<file path="config.mk">
export PLATFORM = sky130hd
export DESIGN_NAME = hex_record_framer_top_flat
export DESIGN_NICKNAME = d
export VERILOG_FILES = /design/src/rtl/core/hrf_pkg.sv /design/src/rtl/core/hrf_if.sv /design/src/rtl/core/hrf_ram.sv /design/src/rtl/core/hrf_useq.sv /design/src/rtl/core/hrf_datapath.sv /design/src/rtl/core/hex_record_framer_top.sv /design/src/flat_wrapper.sv
export SDC_FILE = /design/constraint.sdc
export NUM_CORES = 1
export LEC_CHECK = 0
export ABC_AREA = 0
export BUFFER_PORTS_ARGS = -buffer_cell sky130_fd_sc_hd__buf_2
export CORE_ASPECT_RATIO = 0.8
export CORE_UTILIZATION = 52
export DETAILED_ROUTE_END_ITERATION = 6
export PLACE_DENSITY_LB_ADDON = 0.05
export REMOVE_ABC_BUFFERS = 1
export SLEW_MARGIN = 20
export SYNTH_ARGS = -nofsm -noshare
export SYNTH_HDL_FRONTEND = slang
export SYNTH_SLANG_ARGS = --single-unit
</file>
<file path="constraint.sdc">
create_clock -name i_clk -period 4.62 [get_ports i_clk]
set_clock_uncertainty 0.2 [all_clocks]
set_input_delay 0.231 -clock i_clk [delete_from_list [all_inputs] [get_ports i_clk]]
set_output_delay 0.231 -clock i_clk [all_outputs]
set_load 0.005 [all_outputs]
</file>
<file path="src/rtl/core/hrf_pkg.sv">
// package for the hex record framer: types, constants, microcode and helpers
package hrf_pkg;

    // default line length and configuration port widths
    localparam int LINE_BYTES_DEF = 16;
    localparam int CFG_IDX_W      = 2;
    localparam int CFG_DATA_W     = 3;
    localparam int STEP_W         = 5;

    // ascii characters used in records
    localparam logic [7:0] CH_COLON   = 8'h3a;
    localparam logic [7:0] CH_SPACE   = 8'h20;
    localparam logic [7:0] CH_ZERO    = 8'h30;
    localparam logic [7:0] CH_LOWER_A = 8'h61;
    localparam logic [7:0] CH_NEWLINE = 8'h0a;

    // input commands
    typedef enum logic [1:0] {
        CMD_WRITE    = 2'd0,
        CMD_FLUSH    = 2'd1,
        CMD_SET_ADDR = 2'd2,
        CMD_NONE     = 2'd3
    } t_cmd;

    // configuration register indexes
    typedef enum logic [CFG_IDX_W-1:0] {
        CFG_FORMAT_MODE = 2'd0,
        CFG_EMIT_ENABLE = 2'd1,
        CFG_BYTES_PER_A = 2'd2,
        CFG_UNUSED      = 2'd3
    } t_cfg_idx;

    // sequencer states
    typedef enum logic {
        SQ_IDLE,
        SQ_RUN
    } t_seq_state;

    // character source of a microcode step
    typedef enum logic [2:0] {
        CS_COLON,
        CS_SPACE,
        CS_ZERO,
        CS_NEWLINE,
        CS_HI,
        CS_LO
    } t_csel;

    // byte source for hex digits and checksum
    typedef enum logic [2:0] {
        BS_COUNT,
        BS_ADDR_HI,
        BS_ADDR_LO,
        BS_DATA,
        BS_CKSUM
    } t_bsel;

    // jump condition
    typedef enum logic [1:0] {
        JC_NONE,
        JC_LIST,
        JC_MORE,
        JC_END
    } t_jcond;

    typedef logic [STEP_W-1:0] t_step;

    // one control word
    typedef struct packed {
        t_csel  csel;
        t_bsel  bsel;
        logic   sum_add;
        logic   k_inc;
        t_jcond jc;
        t_step  target;
    } t_uword;

    // status from the datapath back to the sequencer
    typedef struct packed {
        logic adv;
        logic more;
    } t_dp_stat;

    // jump targets
    localparam t_step ST_HEX_DATA   = 5'd9;
    localparam t_step ST_LIST_ADDR  = 5'd14;
    localparam t_step ST_LIST_SPACE = 5'd18;
    localparam t_step ST_ENTRY      = 5'd0;

    function automatic t_uword f_uw(t_csel c, t_bsel b, logic s, logic k,
                                    t_jcond j, t_step t);
        t_uword w;
        w.csel    = c;
        w.bsel    = b;
        w.sum_add = s;
        w.k_inc   = k;
        w.jc      = j;
        w.target  = t;
        return w;
    endfunction

    // microcode rom: every record starts at step 0; listing records jump to step 14 after the colon
    function automatic t_uword f_ucode(t_step s);
        t_uword w;
        unique case (s)
            5'd0:  w = f_uw(CS_COLON,   BS_COUNT,   1'b0, 1'b0, JC_LIST, ST_LIST_ADDR);
            5'd1:  w = f_uw(CS_HI,      BS_COUNT,   1'b0, 1'b0, JC_NONE, ST_ENTRY);
            5'd2:  w = f_uw(CS_LO,      BS_COUNT,   1'b1, 1'b0, JC_NONE, ST_ENTRY);
            5'd3:  w = f_uw(CS_HI,      BS_ADDR_HI, 1'b0, 1'b0, JC_NONE, ST_ENTRY);
            5'd4:  w = f_uw(CS_LO,      BS_ADDR_HI, 1'b1, 1'b0, JC_NONE, ST_ENTRY);
            5'd5:  w = f_uw(CS_HI,      BS_ADDR_LO, 1'b0, 1'b0, JC_NONE, ST_ENTRY);
            5'd6:  w = f_uw(CS_LO,      BS_ADDR_LO, 1'b1, 1'b0, JC_NONE, ST_ENTRY);
            5'd7:  w = f_uw(CS_ZERO,    BS_COUNT,   1'b0, 1'b0, JC_NONE, ST_ENTRY);
            5'd8:  w = f_uw(CS_ZERO,    BS_COUNT,   1'b0, 1'b0, JC_NONE, ST_ENTRY);
            5'd9:  w = f_uw(CS_HI,      BS_DATA,    1'b0, 1'b0, JC_NONE, ST_ENTRY);
            5'd10: w = f_uw(CS_LO,      BS_DATA,    1'b1, 1'b1, JC_MORE, ST_HEX_DATA);
            5'd11: w = f_uw(CS_HI,      BS_CKSUM,   1'b0, 1'b0, JC_NONE, ST_ENTRY);
            5'd12: w = f_uw(CS_LO,      BS_CKSUM,   1'b0, 1'b0, JC_NONE, ST_ENTRY);
            5'd13: w = f_uw(CS_NEWLINE, BS_COUNT,   1'b0, 1'b0, JC_END,  ST_ENTRY);
            5'd14: w = f_uw(CS_HI,      BS_ADDR_HI, 1'b0, 1'b0, JC_NONE, ST_ENTRY);
            5'd15: w = f_uw(CS_LO,      BS_ADDR_HI, 1'b0, 1'b0, JC_NONE, ST_ENTRY);
            5'd16: w = f_uw(CS_HI,      BS_ADDR_LO, 1'b0, 1'b0, JC_NONE, ST_ENTRY);
            5'd17: w = f_uw(CS_LO,      BS_ADDR_LO, 1'b0, 1'b0, JC_NONE, ST_ENTRY);
            5'd18: w = f_uw(CS_SPACE,   BS_DATA,    1'b0, 1'b0, JC_NONE, ST_ENTRY);
            5'd19: w = f_uw(CS_HI,      BS_DATA,    1'b0, 1'b0, JC_NONE, ST_ENTRY);
            5'd20: w = f_uw(CS_LO,      BS_DATA,    1'b0, 1'b1, JC_MORE, ST_LIST_SPACE);
            5'd21: w = f_uw(CS_NEWLINE, BS_COUNT,   1'b0, 1'b0, JC_END,  ST_ENTRY);
            default: w = f_uw(CS_NEWLINE, BS_COUNT, 1'b0, 1'b0, JC_END,  ST_ENTRY);
        endcase
        return w;
    endfunction

    // lowercase hex digit
    function automatic logic [7:0] f_hex_digit(logic [3:0] v);
        logic [7:0] d;
        if (v < 4'd10) begin
            d = CH_ZERO + {4'b0, v};
        end else begin
            d = CH_LOWER_A + {4'b0, v} - 8'd10;
        end
        return d;
    endfunction

endpackage

</file>
<file path="src/rtl/core/hrf_if.sv">
// channel interfaces: input items, output characters, configuration writes
interface hrf_item_if;
    logic        valid;
    logic        ready;
    logic [1:0]  command;
    logic [7:0]  data_byte;
    logic [15:0] new_address;

    modport source (output valid, command, data_byte, new_address, input ready);
    modport sink   (input valid, command, data_byte, new_address, output ready);
endinterface

interface hrf_char_if;
    logic       valid;
    logic       ready;
    logic [7:0] char_code;
    logic       last_char;

    modport source (output valid, char_code, last_char, input ready);
    modport sink   (input valid, char_code, last_char, output ready);
endinterface

interface hrf_cfg_if;
    logic       valid;
    logic       ready;
    logic [1:0] index;
    logic [2:0] data;

    modport source (output valid, index, data, input ready);
    modport sink   (input valid, index, data, output ready);
endinterface

</file>
<file path="src/rtl/core/hrf_ram.sv">
// generic single write port ram with registered read
module hrf_ram #(
    parameter int WIDTH = 8,
    parameter int DEPTH = 16,
    parameter int AW    = (DEPTH > 1) ? $clog2(DEPTH) : 1
) (
    input  logic             i_clk,
    input  logic             i_we,
    input  logic [AW-1:0]    i_waddr,
    input  logic [WIDTH-1:0] i_wdata,
    input  logic [AW-1:0]    i_raddr,
    output logic [WIDTH-1:0] o_rdata
);
    logic [WIDTH-1:0] r_mem [DEPTH];
    logic [WIDTH-1:0] r_rdata;

    // write port
    always_ff @(posedge i_clk) begin
        if (i_we) begin
            r_mem[i_waddr] <= i_wdata;
        end
    end

    // registered read port
    always_ff @(posedge i_clk) begin
        r_rdata <= r_mem[i_raddr];
    end

    assign o_rdata = r_rdata;
endmodule

</file>
<file path="src/rtl/core/hrf_useq.sv">
// microcode sequencer: step counter, control rom and conditional jumps
module hrf_useq (
    input  logic              i_clk,
    input  logic              i_rst_n,
    input  logic              i_start,
    input  logic              i_list,
    input  hrf_pkg::t_dp_stat i_stat,
    output logic              o_busy,
    output hrf_pkg::t_uword   o_uword
);
    import hrf_pkg::*;

    t_seq_state r_state, n_state;
    t_step      r_step, n_step;
    t_uword     w_uw;

    assign w_uw = f_ucode(r_step);

    // next state and step
    always_comb begin
        n_state = r_state;
        n_step  = r_step;
        unique case (r_state)
            SQ_IDLE: begin
                if (i_start) begin
                    n_state = SQ_RUN;
                    n_step  = ST_ENTRY;
                end
            end
            SQ_RUN: begin
                if (i_stat.adv) begin
                    unique case (w_uw.jc)
                        JC_NONE: n_step = r_step + 1'b1;
                        JC_LIST: n_step = i_list ? w_uw.target : r_step + 1'b1;
                        JC_MORE: n_step = i_stat.more ? w_uw.target : r_step + 1'b1;
                        JC_END: begin
                            n_state = SQ_IDLE;
                            n_step  = ST_ENTRY;
                        end
                    endcase
                end
            end
        endcase
    end

    // outputs
    always_comb begin
        o_busy  = (r_state == SQ_RUN);
        o_uword = w_uw;
    end

    always_ff @(posedge i_clk) begin
        if (!i_rst_n) begin
            r_state <= SQ_IDLE;
            r_step  <= ST_ENTRY;
        end else begin
            r_state <= n_state;
            r_step  <= n_step;
        end
    end
endmodule

</file>
<file path="src/rtl/core/hrf_datapath.sv">
// record datapath: byte index, checksum, character formation and output register
module hrf_datapath #(
    parameter int LINE_BYTES = hrf_pkg::LINE_BYTES_DEF,
    parameter int AW         = (LINE_BYTES > 1) ? $clog2(LINE_BYTES) : 1,
    parameter int CW         = $clog2(LINE_BYTES + 1)
) (
    input  logic               i_clk,
    input  logic               i_rst_n,
    input  logic               i_start,
    input  logic               i_run,
    input  hrf_pkg::t_uword    i_uword,
    input  logic [CW-1:0]      i_rec_n,
    input  logic [15:0]        i_rec_addr,
    input  logic [7:0]         i_rdata,
    output logic [AW-1:0]      o_raddr,
    output hrf_pkg::t_dp_stat  o_stat,
    hrf_char_if.source         o_char
);
    import hrf_pkg::*;

    localparam int MW = (AW + 1 > CW) ? AW + 1 : CW;

    logic [AW-1:0] r_k, n_k;
    logic [7:0]    r_sum, n_sum;
    logic          r_ov, n_ov;
    logic [7:0]    r_char, n_char;
    logic          r_last, n_last;
    logic          w_adv;
    logic          w_step;
    logic [7:0]    w_byte;
    logic [7:0]    w_chr;

    // a step runs when the output register is free or draining
    assign w_adv  = !r_ov || o_char.ready;
    assign w_step = i_run && w_adv;

    // byte source
    always_comb begin
        unique case (i_uword.bsel)
            BS_COUNT:   w_byte = 8'(i_rec_n);
            BS_ADDR_HI: w_byte = i_rec_addr[15:8];
            BS_ADDR_LO: w_byte = i_rec_addr[7:0];
            BS_DATA:    w_byte = i_rdata;
            BS_CKSUM:   w_byte = 8'd0 - r_sum;
            default:    w_byte = i_rdata;
        endcase
    end

    // character source
    always_comb begin
        unique case (i_uword.csel)
            CS_COLON:   w_chr = CH_COLON;
            CS_SPACE:   w_chr = CH_SPACE;
            CS_ZERO:    w_chr = CH_ZERO;
            CS_NEWLINE: w_chr = CH_NEWLINE;
            CS_HI:      w_chr = f_hex_digit(w_byte[7:4]);
            CS_LO:      w_chr = f_hex_digit(w_byte[3:0]);
            default:    w_chr = CH_NEWLINE;
        endcase
    end

    // index, checksum and output register next values
    always_comb begin
        n_k    = r_k;
        n_sum  = r_sum;
        n_ov   = r_ov;
        n_char = r_char;
        n_last = r_last;
        if (o_char.valid && o_char.ready) begin
            n_ov = 1'b0;
        end
        if (i_start) begin
            n_k   = '0;
            n_sum = '0;
        end else if (w_step) begin
            if (i_uword.k_inc) begin
                n_k = r_k + 1'b1;
            end
            if (i_uword.sum_add) begin
                n_sum = r_sum + w_byte;
            end
            n_ov   = 1'b1;
            n_char = w_chr;
            n_last = (i_uword.jc == JC_END);
        end
    end

    always_ff @(posedge i_clk) begin
        if (!i_rst_n) begin
            r_ov <= 1'b0;
        end else begin
            r_ov <= n_ov;
        end
    end

    always_ff @(posedge i_clk) begin
        r_k    <= n_k;
        r_sum  <= n_sum;
        r_char <= n_char;
        r_last <= n_last;
    end

    // ram is read at the next index so data is ready for the next step
    assign o_raddr     = n_k;
    assign o_stat.adv  = w_adv;
    assign o_stat.more = (MW'(r_k) + MW'(1)) < MW'(i_rec_n);

    assign o_char.valid     = r_ov;
    assign o_char.char_code = r_char;
    assign o_char.last_char = r_last;
endmodule

</file>
<file path="src/rtl/core/hex_record_framer_top.sv">
// top level of the hex record framer: config, address state and record launch
//
//  channel  | modport | carries
//  ---------+---------+-------------------------------------------
//  i_item   | sink    | command, data_byte, new_address
//  o_char   | source  | char_code, last_char (one per transaction)
//  i_cfg    | sink    | index, data (format, emit enable, step size)
//
// an item that starts no record leaves i_item.ready high; a record of n bytes
// runs one microcode step per character: 12 + 2n characters in hex mode and
// 6 + 3n in listing mode, all through the single output character register.
// i_item.ready is low while a record is being sent; a stalled o_char holds
// the sequencer. reset is synchronous and clears control state; the line
// buffer holds no reset value and only written entries are ever read.
module hex_record_framer_top #(
    parameter int LINE_BYTES = hrf_pkg::LINE_BYTES_DEF
) (
    input  logic       i_clk,
    input  logic       i_rst_n,
    hrf_item_if.sink   i_item,
    hrf_char_if.source o_char,
    hrf_cfg_if.sink    i_cfg
);
    import hrf_pkg::*;

    localparam int AW = (LINE_BYTES > 1) ? $clog2(LINE_BYTES) : 1;
    localparam int CW = $clog2(LINE_BYTES + 1);

    logic          r_format, n_format;
    logic          r_emit, n_emit;
    logic [2:0]    r_bpa, n_bpa;
    logic [CW-1:0] r_bc, n_bc;
    logic [15:0]   r_line_addr, n_line_addr;
    logic [15:0]   r_cur, n_cur;
    logic [2:0]    r_sub, n_sub;
    logic [CW-1:0] r_rec_n, n_rec_n;
    logic [15:0]   r_rec_addr, n_rec_addr;

    logic          w_acc;
    logic          w_start;
    logic          w_wr;
    logic [CW-1:0] w_bc1;
    logic [2:0]    w_step_size;
    logic          w_busy;
    t_uword        w_uword;
    t_dp_stat      w_stat;
    logic [AW-1:0] w_raddr;
    logic [7:0]    w_rdata;

    assign i_item.ready = !w_busy;
    assign i_cfg.ready  = 1'b1;
    assign w_acc        = i_item.valid && i_item.ready;
    assign w_step_size  = (r_bpa == 3'd0) ? 3'd1 : r_bpa;
    assign w_wr         = r_emit && (r_bc < CW'(LINE_BYTES));
    assign w_bc1        = r_bc + CW'(w_wr);

    // configuration writes
    always_comb begin
        n_format = r_format;
        n_emit   = r_emit;
        n_bpa    = r_bpa;
        if (i_cfg.valid && i_cfg.ready) begin
            unique case (t_cfg_idx'(i_cfg.index))
                CFG_FORMAT_MODE: n_format = i_cfg.data[0];
                CFG_EMIT_ENABLE: n_emit   = i_cfg.data[0];
                CFG_BYTES_PER_A: n_bpa    = i_cfg.data;
                default: ;
            endcase
        end
    end

    // command handling and record launch
    always_comb begin
        n_bc        = r_bc;
        n_line_addr = r_line_addr;
        n_cur       = r_cur;
        n_sub       = r_sub;
        n_rec_n     = r_rec_n;
        n_rec_addr  = r_rec_addr;
        w_start     = 1'b0;
        if (w_acc) begin
            unique case (t_cmd'(i_item.command))
                CMD_WRITE: begin
                    n_bc = w_bc1;
                    if (r_sub <= 3'd1) begin
                        n_cur = r_cur + 16'd1;
                        n_sub = w_step_size;
                    end else begin
                        n_sub = r_sub - 3'd1;
                    end
                    if (r_emit && (w_bc1 >= CW'(LINE_BYTES))) begin
                        w_start     = 1'b1;
                        n_rec_n     = w_bc1;
                        n_rec_addr  = r_line_addr;
                        n_bc        = '0;
                        n_line_addr = n_cur;
                    end
                end
                CMD_FLUSH: begin
                    if (r_emit) begin
                        w_start     = (r_bc != '0);
                        n_rec_n     = r_bc;
                        n_rec_addr  = r_line_addr;
                        n_bc        = '0;
                        n_line_addr = r_cur;
                    end
                end
                CMD_SET_ADDR: begin
                    if (r_emit) begin
                        w_start    = (r_bc != '0);
                        n_rec_n    = r_bc;
                        n_rec_addr = r_line_addr;
                        n_bc       = '0;
                    end
                    n_cur = i_item.new_address;
                    if (r_emit || (r_bc == '0)) begin
                        n_line_addr = i_item.new_address;
                    end
                end
                default: ;
            endcase
        end
    end

    always_ff @(posedge i_clk) begin
        if (!i_rst_n) begin
            r_format    <= 1'b1;
            r_emit      <= 1'b1;
            r_bpa       <= 3'd1;
            r_bc        <= '0;
            r_line_addr <= '0;
            r_cur       <= '0;
            r_sub       <= 3'd1;
        end else begin
            r_format    <= n_format;
            r_emit      <= n_emit;
            r_bpa       <= n_bpa;
            r_bc        <= n_bc;
            r_line_addr <= n_line_addr;
            r_cur       <= n_cur;
            r_sub       <= n_sub;
        end
    end

    // record snapshot
    always_ff @(posedge i_clk) begin
        r_rec_n    <= n_rec_n;
        r_rec_addr <= n_rec_addr;
    end

    // line buffer
    hrf_ram #(
        .WIDTH (8),
        .DEPTH (LINE_BYTES),
        .AW    (AW)
    ) u_line_buf (
        .i_clk   (i_clk),
        .i_we    (w_acc && (i_item.command == CMD_WRITE) && w_wr),
        .i_waddr (r_bc[AW-1:0]),
        .i_wdata (i_item.data_byte),
        .i_raddr (w_raddr),
        .o_rdata (w_rdata)
    );

    hrf_useq u_useq (
        .i_clk   (i_clk),
        .i_rst_n (i_rst_n),
        .i_start (w_start),
        .i_list  (!r_format),
        .i_stat  (w_stat),
        .o_busy  (w_busy),
        .o_uword (w_uword)
    );

    hrf_datapath #(
        .LINE_BYTES (LINE_BYTES),
        .AW         (AW),
        .CW         (CW)
    ) u_datapath (
        .i_clk      (i_clk),
        .i_rst_n    (i_rst_n),
        .i_start    (w_start),
        .i_run      (w_busy),
        .i_uword    (w_uword),
        .i_rec_n    (r_rec_n),
        .i_rec_addr (r_rec_addr),
        .i_rdata    (w_rdata),
        .o_raddr    (w_raddr),
        .o_stat     (w_stat),
        .o_char     (o_char)
    );
endmodule

</file>
<file path="src/flat_wrapper.sv">
// flat-port wrapper written by rule: the top's interface ports become plain ports
module hex_record_framer_top_flat import hrf_pkg::*;
#(
    parameter int LINE_BYTES = hrf_pkg::LINE_BYTES_DEF
)
  (i_clk, i_rst_n, i_item_valid, i_item_command, i_item_data_byte, i_item_new_address, i_item_ready, o_char_valid, o_char_char_code, o_char_last_char, o_char_ready, i_cfg_valid, i_cfg_index, i_cfg_data, i_cfg_ready);
  hrf_item_if i_item_i ();
  hrf_char_if o_char_i ();
  hrf_cfg_if i_cfg_i ();
  input  logic i_clk;
  input  logic i_rst_n;
  input wire logic [$bits(i_item_i.valid)-1:0] i_item_valid;
  input wire logic [$bits(i_item_i.command)-1:0] i_item_command;
  input wire logic [$bits(i_item_i.data_byte)-1:0] i_item_data_byte;
  input wire logic [$bits(i_item_i.new_address)-1:0] i_item_new_address;
  output wire logic [$bits(i_item_i.ready)-1:0] i_item_ready;
  output wire logic [$bits(o_char_i.valid)-1:0] o_char_valid;
  output wire logic [$bits(o_char_i.char_code)-1:0] o_char_char_code;
  output wire logic [$bits(o_char_i.last_char)-1:0] o_char_last_char;
  input wire logic [$bits(o_char_i.ready)-1:0] o_char_ready;
  input wire logic [$bits(i_cfg_i.valid)-1:0] i_cfg_valid;
  input wire logic [$bits(i_cfg_i.index)-1:0] i_cfg_index;
  input wire logic [$bits(i_cfg_i.data)-1:0] i_cfg_data;
  output wire logic [$bits(i_cfg_i.ready)-1:0] i_cfg_ready;
  assign i_item_i.valid = i_item_valid;
  assign i_item_i.command = i_item_command;
  assign i_item_i.data_byte = i_item_data_byte;
  assign i_item_i.new_address = i_item_new_address;
  assign i_item_ready = i_item_i.ready;
  assign o_char_valid = o_char_i.valid;
  assign o_char_char_code = o_char_i.char_code;
  assign o_char_last_char = o_char_i.last_char;
  assign o_char_i.ready = o_char_ready;
  assign i_cfg_i.valid = i_cfg_valid;
  assign i_cfg_i.index = i_cfg_index;
  assign i_cfg_i.data = i_cfg_data;
  assign i_cfg_ready = i_cfg_i.ready;
  hex_record_framer_top #(.LINE_BYTES(LINE_BYTES)) u_core (.i_clk(i_clk), .i_rst_n(i_rst_n), .i_item(i_item_i), .o_char(o_char_i), .i_cfg(i_cfg_i));
endmodule
</file>
==> flow_metrics.env <==
export IMPL_clockBufferDepth=3
export IMPL_antenna_found_initial=0
export IMPL_num_vias=8313
export IMPL_ant_nets=0
export IMPL_finalInstanceArea_sq_um=13400
export IMPL_wl_per_cell_microns=18.6
export IMPL_n_antenna_cell=0
export IMPL_clock_sinks=244
export IMPL_ys_flop_type="edfxtp_1"
export IMPL_power_density_nw_per_um2=340
export IMPL_slowest_stage="dfxtp_1"
export IMPL_setup_violations=0
export IMPL_drc=0
export IMPL_io_buffer_count=45
export IMPL_coreArea_sq_um=21900
export IMPL_initial_core_util_pct=53.9
export IMPL_num_io_pins=48
export IMPL_grt_setup_unrepaired="false"
export IMPL_grt_start_max_net_pins=54
export IMPL_final_common_cell="edfxtp_1"
export IMPL_synthArstFlopShare_pct=0
export IMPL_relSlewSlack_pct=30.6
export IMPL_r2r_cells=11
export IMPL_worst_ir_drop_vdd_uv=311
export IMPL_post_place_ws_ns=0.795
export IMPL_max_freq_mhz=260
export IMPL_grt_overflow_total=0
export IMPL_syn_avg_cell_area_sq_um=11.0
export IMPL_final_net_count=1204
export IMPL_synth_warnings=0
export IMPL_cts_buffers_inserted=24
export IMPL_mostFrequentLayoutCells="edfxtp_1, mux2i_1, dfxtp_1"
export IMPL_synthCells=1071
export IMPL_hp_class="in -> reg"
export IMPL_period_share_pct=83.1
export IMPL_drv_cap=0
export IMPL_wl_microns=27000
export IMPL_post_cts_buffers=0
export IMPL_path_class="reg -> reg"
export IMPL_cp_required_ns=4.87
export IMPL_syn_to_final_growth_pct=13.3
export IMPL_slew_violations=0
export IMPL_path_clk_slew_ns=0.07
export IMPL_synth_area_sq_um=11800
export IMPL_dp_hpwl_microns=18000
export IMPL_cts_tree="yes"
export IMPL_place_area_sq_um=12300
export IMPL_worst_slew_pin_slew_ns=1.04
export IMPL_end_kind="flop"
export IMPL_multiInputGateArea_sq_um=4950
export IMPL_die_area_sq_um=23300
export IMPL_path_cells="mux2i_1 -> o32ai_1 -> ha_1 -> a21o_1 -> a21oi_1 -> nor2b_1 -> o21a_1 -> o41a_1 -> xnor2_1 -> or3_1 -> a21oi_1"
export IMPL_grt_pass1_wl_microns=41800
export IMPL_startpoint_type="flop"
export IMPL_drt_first_pass_iters=5
export IMPL_h_tree_depth=1
export IMPL_path_max_fanout=22
export IMPL_cts_root_buf="clkbuf_16"
export IMPL_crit_top_cell="a21oi_1"
export IMPL_hold_viol=0
export IMPL_p_leak_nw=4.91
export IMPL_fill_cells=1827
export IMPL_synth_cell_types=80
export IMPL_ys_seq_area_share_pct=54.7
export IMPL_gp_congestion=0.848
export IMPL_whs_ns=0.0309
export IMPL_final_setup_tns_ns=0
export IMPL_status="finished, final reports clean"
export IMPL_drt_iter0_markers=680
export IMPL_cts_resized=0
export IMPL_synth_edf_count=157
export IMPL_finalCriticalPeriod_ns=3.84
export IMPL_die_h_microns=137
export IMPL_seq_area_sq_um=6460
export IMPL_worst_slack_ns=0.781
export IMPL_crit_arrival_ns=4.09
export IMPL_viasPerCell=5.73
export IMPL_drive_above_1_share_pct=10.2
export IMPL_clk_latency_ns=0.53
export IMPL_whs_path_depth=3
export IMPL_grt_total_usage_pct=23.2
export IMPL_num_rows=48
export IMPL_grt_pass1_vias=7541
export IMPL_ys_seq_elements=244
export IMPL_dieWidth_microns=170
export IMPL_crit_path_max_incr_delay_ns=0.74
## synth_stat cells (5+ instances only)
cell | instances | area, sq um
nor2_1 | 87 | 327
a211oi_1 | 11 | 82.6
and2_1 | 8 | 50.1
a21oi_1 | 63 | 315
nand2_1 | 74 | 278
dfxtp_1 | 87 | 1740
o22ai_1 | 42 | 263
o21ai_0 | 54 | 270
o21a_1 | 12 | 90.1
xnor2_1 | 16 | 140
and3_1 | 7 | 43.8
or3_1 | 6 | 37.5
a221oi_1 | 6 | 52.6
mux2i_1 | 106 | 1060
edfxtp_1 | 157 | 4710
a21o_1 | 9 | 67.6
xor2_1 | 17 | 149
nand3_1 | 31 | 155
a22oi_1 | 7 | 52.6
nor3_1 | 27 | 135
nand3b_1 | 5 | 37.5
inv_1 | 39 | 146
buf_2 | 16 | 80.1
o211ai_1 | 7 | 52.6
nand2b_1 | 14 | 87.6
clkbuf_1 | 30 | 113
nor2b_1 | 10 | 62.6
ha_1 | 33 | 413
a221o_1 | 5 | 50.1
## final timing paths
path         slack (ns)                                      end                            startpoint
max                0.78  u_core.u_datapath.r_sum[7]$_SDFFE_PP0P_  u_core.u_useq.o_uword[11]$_SDFF_PP0_
min                0.03             u_core.r_cur[8]$_SDFFE_PN0P_                          i_item_valid
max reg2reg        0.78  u_core.u_datapath.r_sum[7]$_SDFFE_PP0P_  u_core.u_useq.o_uword[11]$_SDFF_PP0_
min reg2reg        0.23           u_core.r_rec_addr[7]$_DFFE_PP_    u_core.r_line_addr[7]$_SDFFE_PN0P_
## kinds of logic (layout without fill, tap and decap cells)
| kind of cell | after synthesis | in the layout | share of synthesized area (%) |
|---|---|---|---|
| AOI/OAI and AO/OA | 262 | 262 | 14.8 |
| xor gates and xnor gates | 33 | 33 | 2.45 |
| adders and majority gates | 34 | 34 | 3.67 |
| buffers and inverters | 97 | 178 | 3.51 |
| DFF | 244 | 244 | 54.7 |
| muxes | 108 | 108 | 9.18 |
| other | 2 | 2 | 0.0636 |
| and+or+nand+nor | 291 | 291 | 11.7 |
## area by class of cell
cell class / instances / share of cell area (%)
flip-flops and latches: 244 / 48.3
repair buffers: 93 / 5.15
clock buffers: 32 / 4.88
multi-input cells: 730 / 37.0
clock inverters: 12 / 0.692
well taps: 300 / 2.81
inverters: 41 / 1.15
## critical path, delay by kind of cell (launching register included)
| kind | cells | cell delay [ns] |
|---|---|---|
| AOI/OAI and AO/OA | 6 | 1.76 |
| DFF | 1 | 0.74 |
| and+or+nand+nor | 2 | 0.40 |
| adders and majority gates | 1 | 0.38 |
| muxes | 1 | 0.15 |
| xor gates and xnor gates | 1 | 0.14 |
## routing by layer
layer / wire [microns] / GRT usage (%)
met5: 0 / 0
met3: 1150 / 2.69
met4: 412 / 4.40
met1: 14100 / 36.5
met2: 11300 / 34.4
## report_power, final
| part | internal (W) | total [W] | leakage, nW | switching (W) |
|---|---|---|---|---|
| sequential | 0.00236 | 0.00239 | 2.13 | 0.0000324 |
| combinational | 0.000112 | 0.000283 | 2.41 | 0.000171 |
| clock | 0.00105 | 0.00187 | 0.366 | 0.000821 |
## what timing repair did
| item | in CTS | in global routing |
|---|---|---|
| endpoints found under the setup margin | 0 | 0 |
| hold buffers | 36 | 0 |
| hold endpoints to repair | 162 | 0 |
## state kept, by name, summed over array words and instances (netlist names)
register,count
u_core.r_bc,5
u_core.r_bpa,3
u_core.r_cur,16
u_core.r_emit,1
u_core.r_format,1
u_core.r_line_addr,16
u_core.r_rec_addr,16
u_core.r_rec_n,5
u_core.r_sub,3
u_core.u_datapath.o_char.char_code,7
u_core.u_datapath.o_char.last_char,1
u_core.u_datapath.o_char.valid,1
u_core.u_datapath.r_k,4
u_core.u_datapath.r_sum,8
u_core.u_line_buf.o_rdata,8
u_core.u_line_buf.r_mem,128
u_core.u_useq.o_busy,1
u_core.u_useq.o_uword,15
u_core.u_useq.r_step,5
## through the flow
| step | cells | utilization [%] | total power, W |
|---|---|---|---|
| finish | 1452 | 61.0 | 0.00455 |
| global route | 1452 | 61.0 | 0.00470 |
| CTS | 1452 | 61.0 | 0.00458 |
| detailed placement | 1372 | 56.0 | 0.00270 |
| global placement | 1372 | 56.0 | 0.00269 |
| floorplan | 1015 | - | 0.00259 |
(Power assumes the default switching activity.)
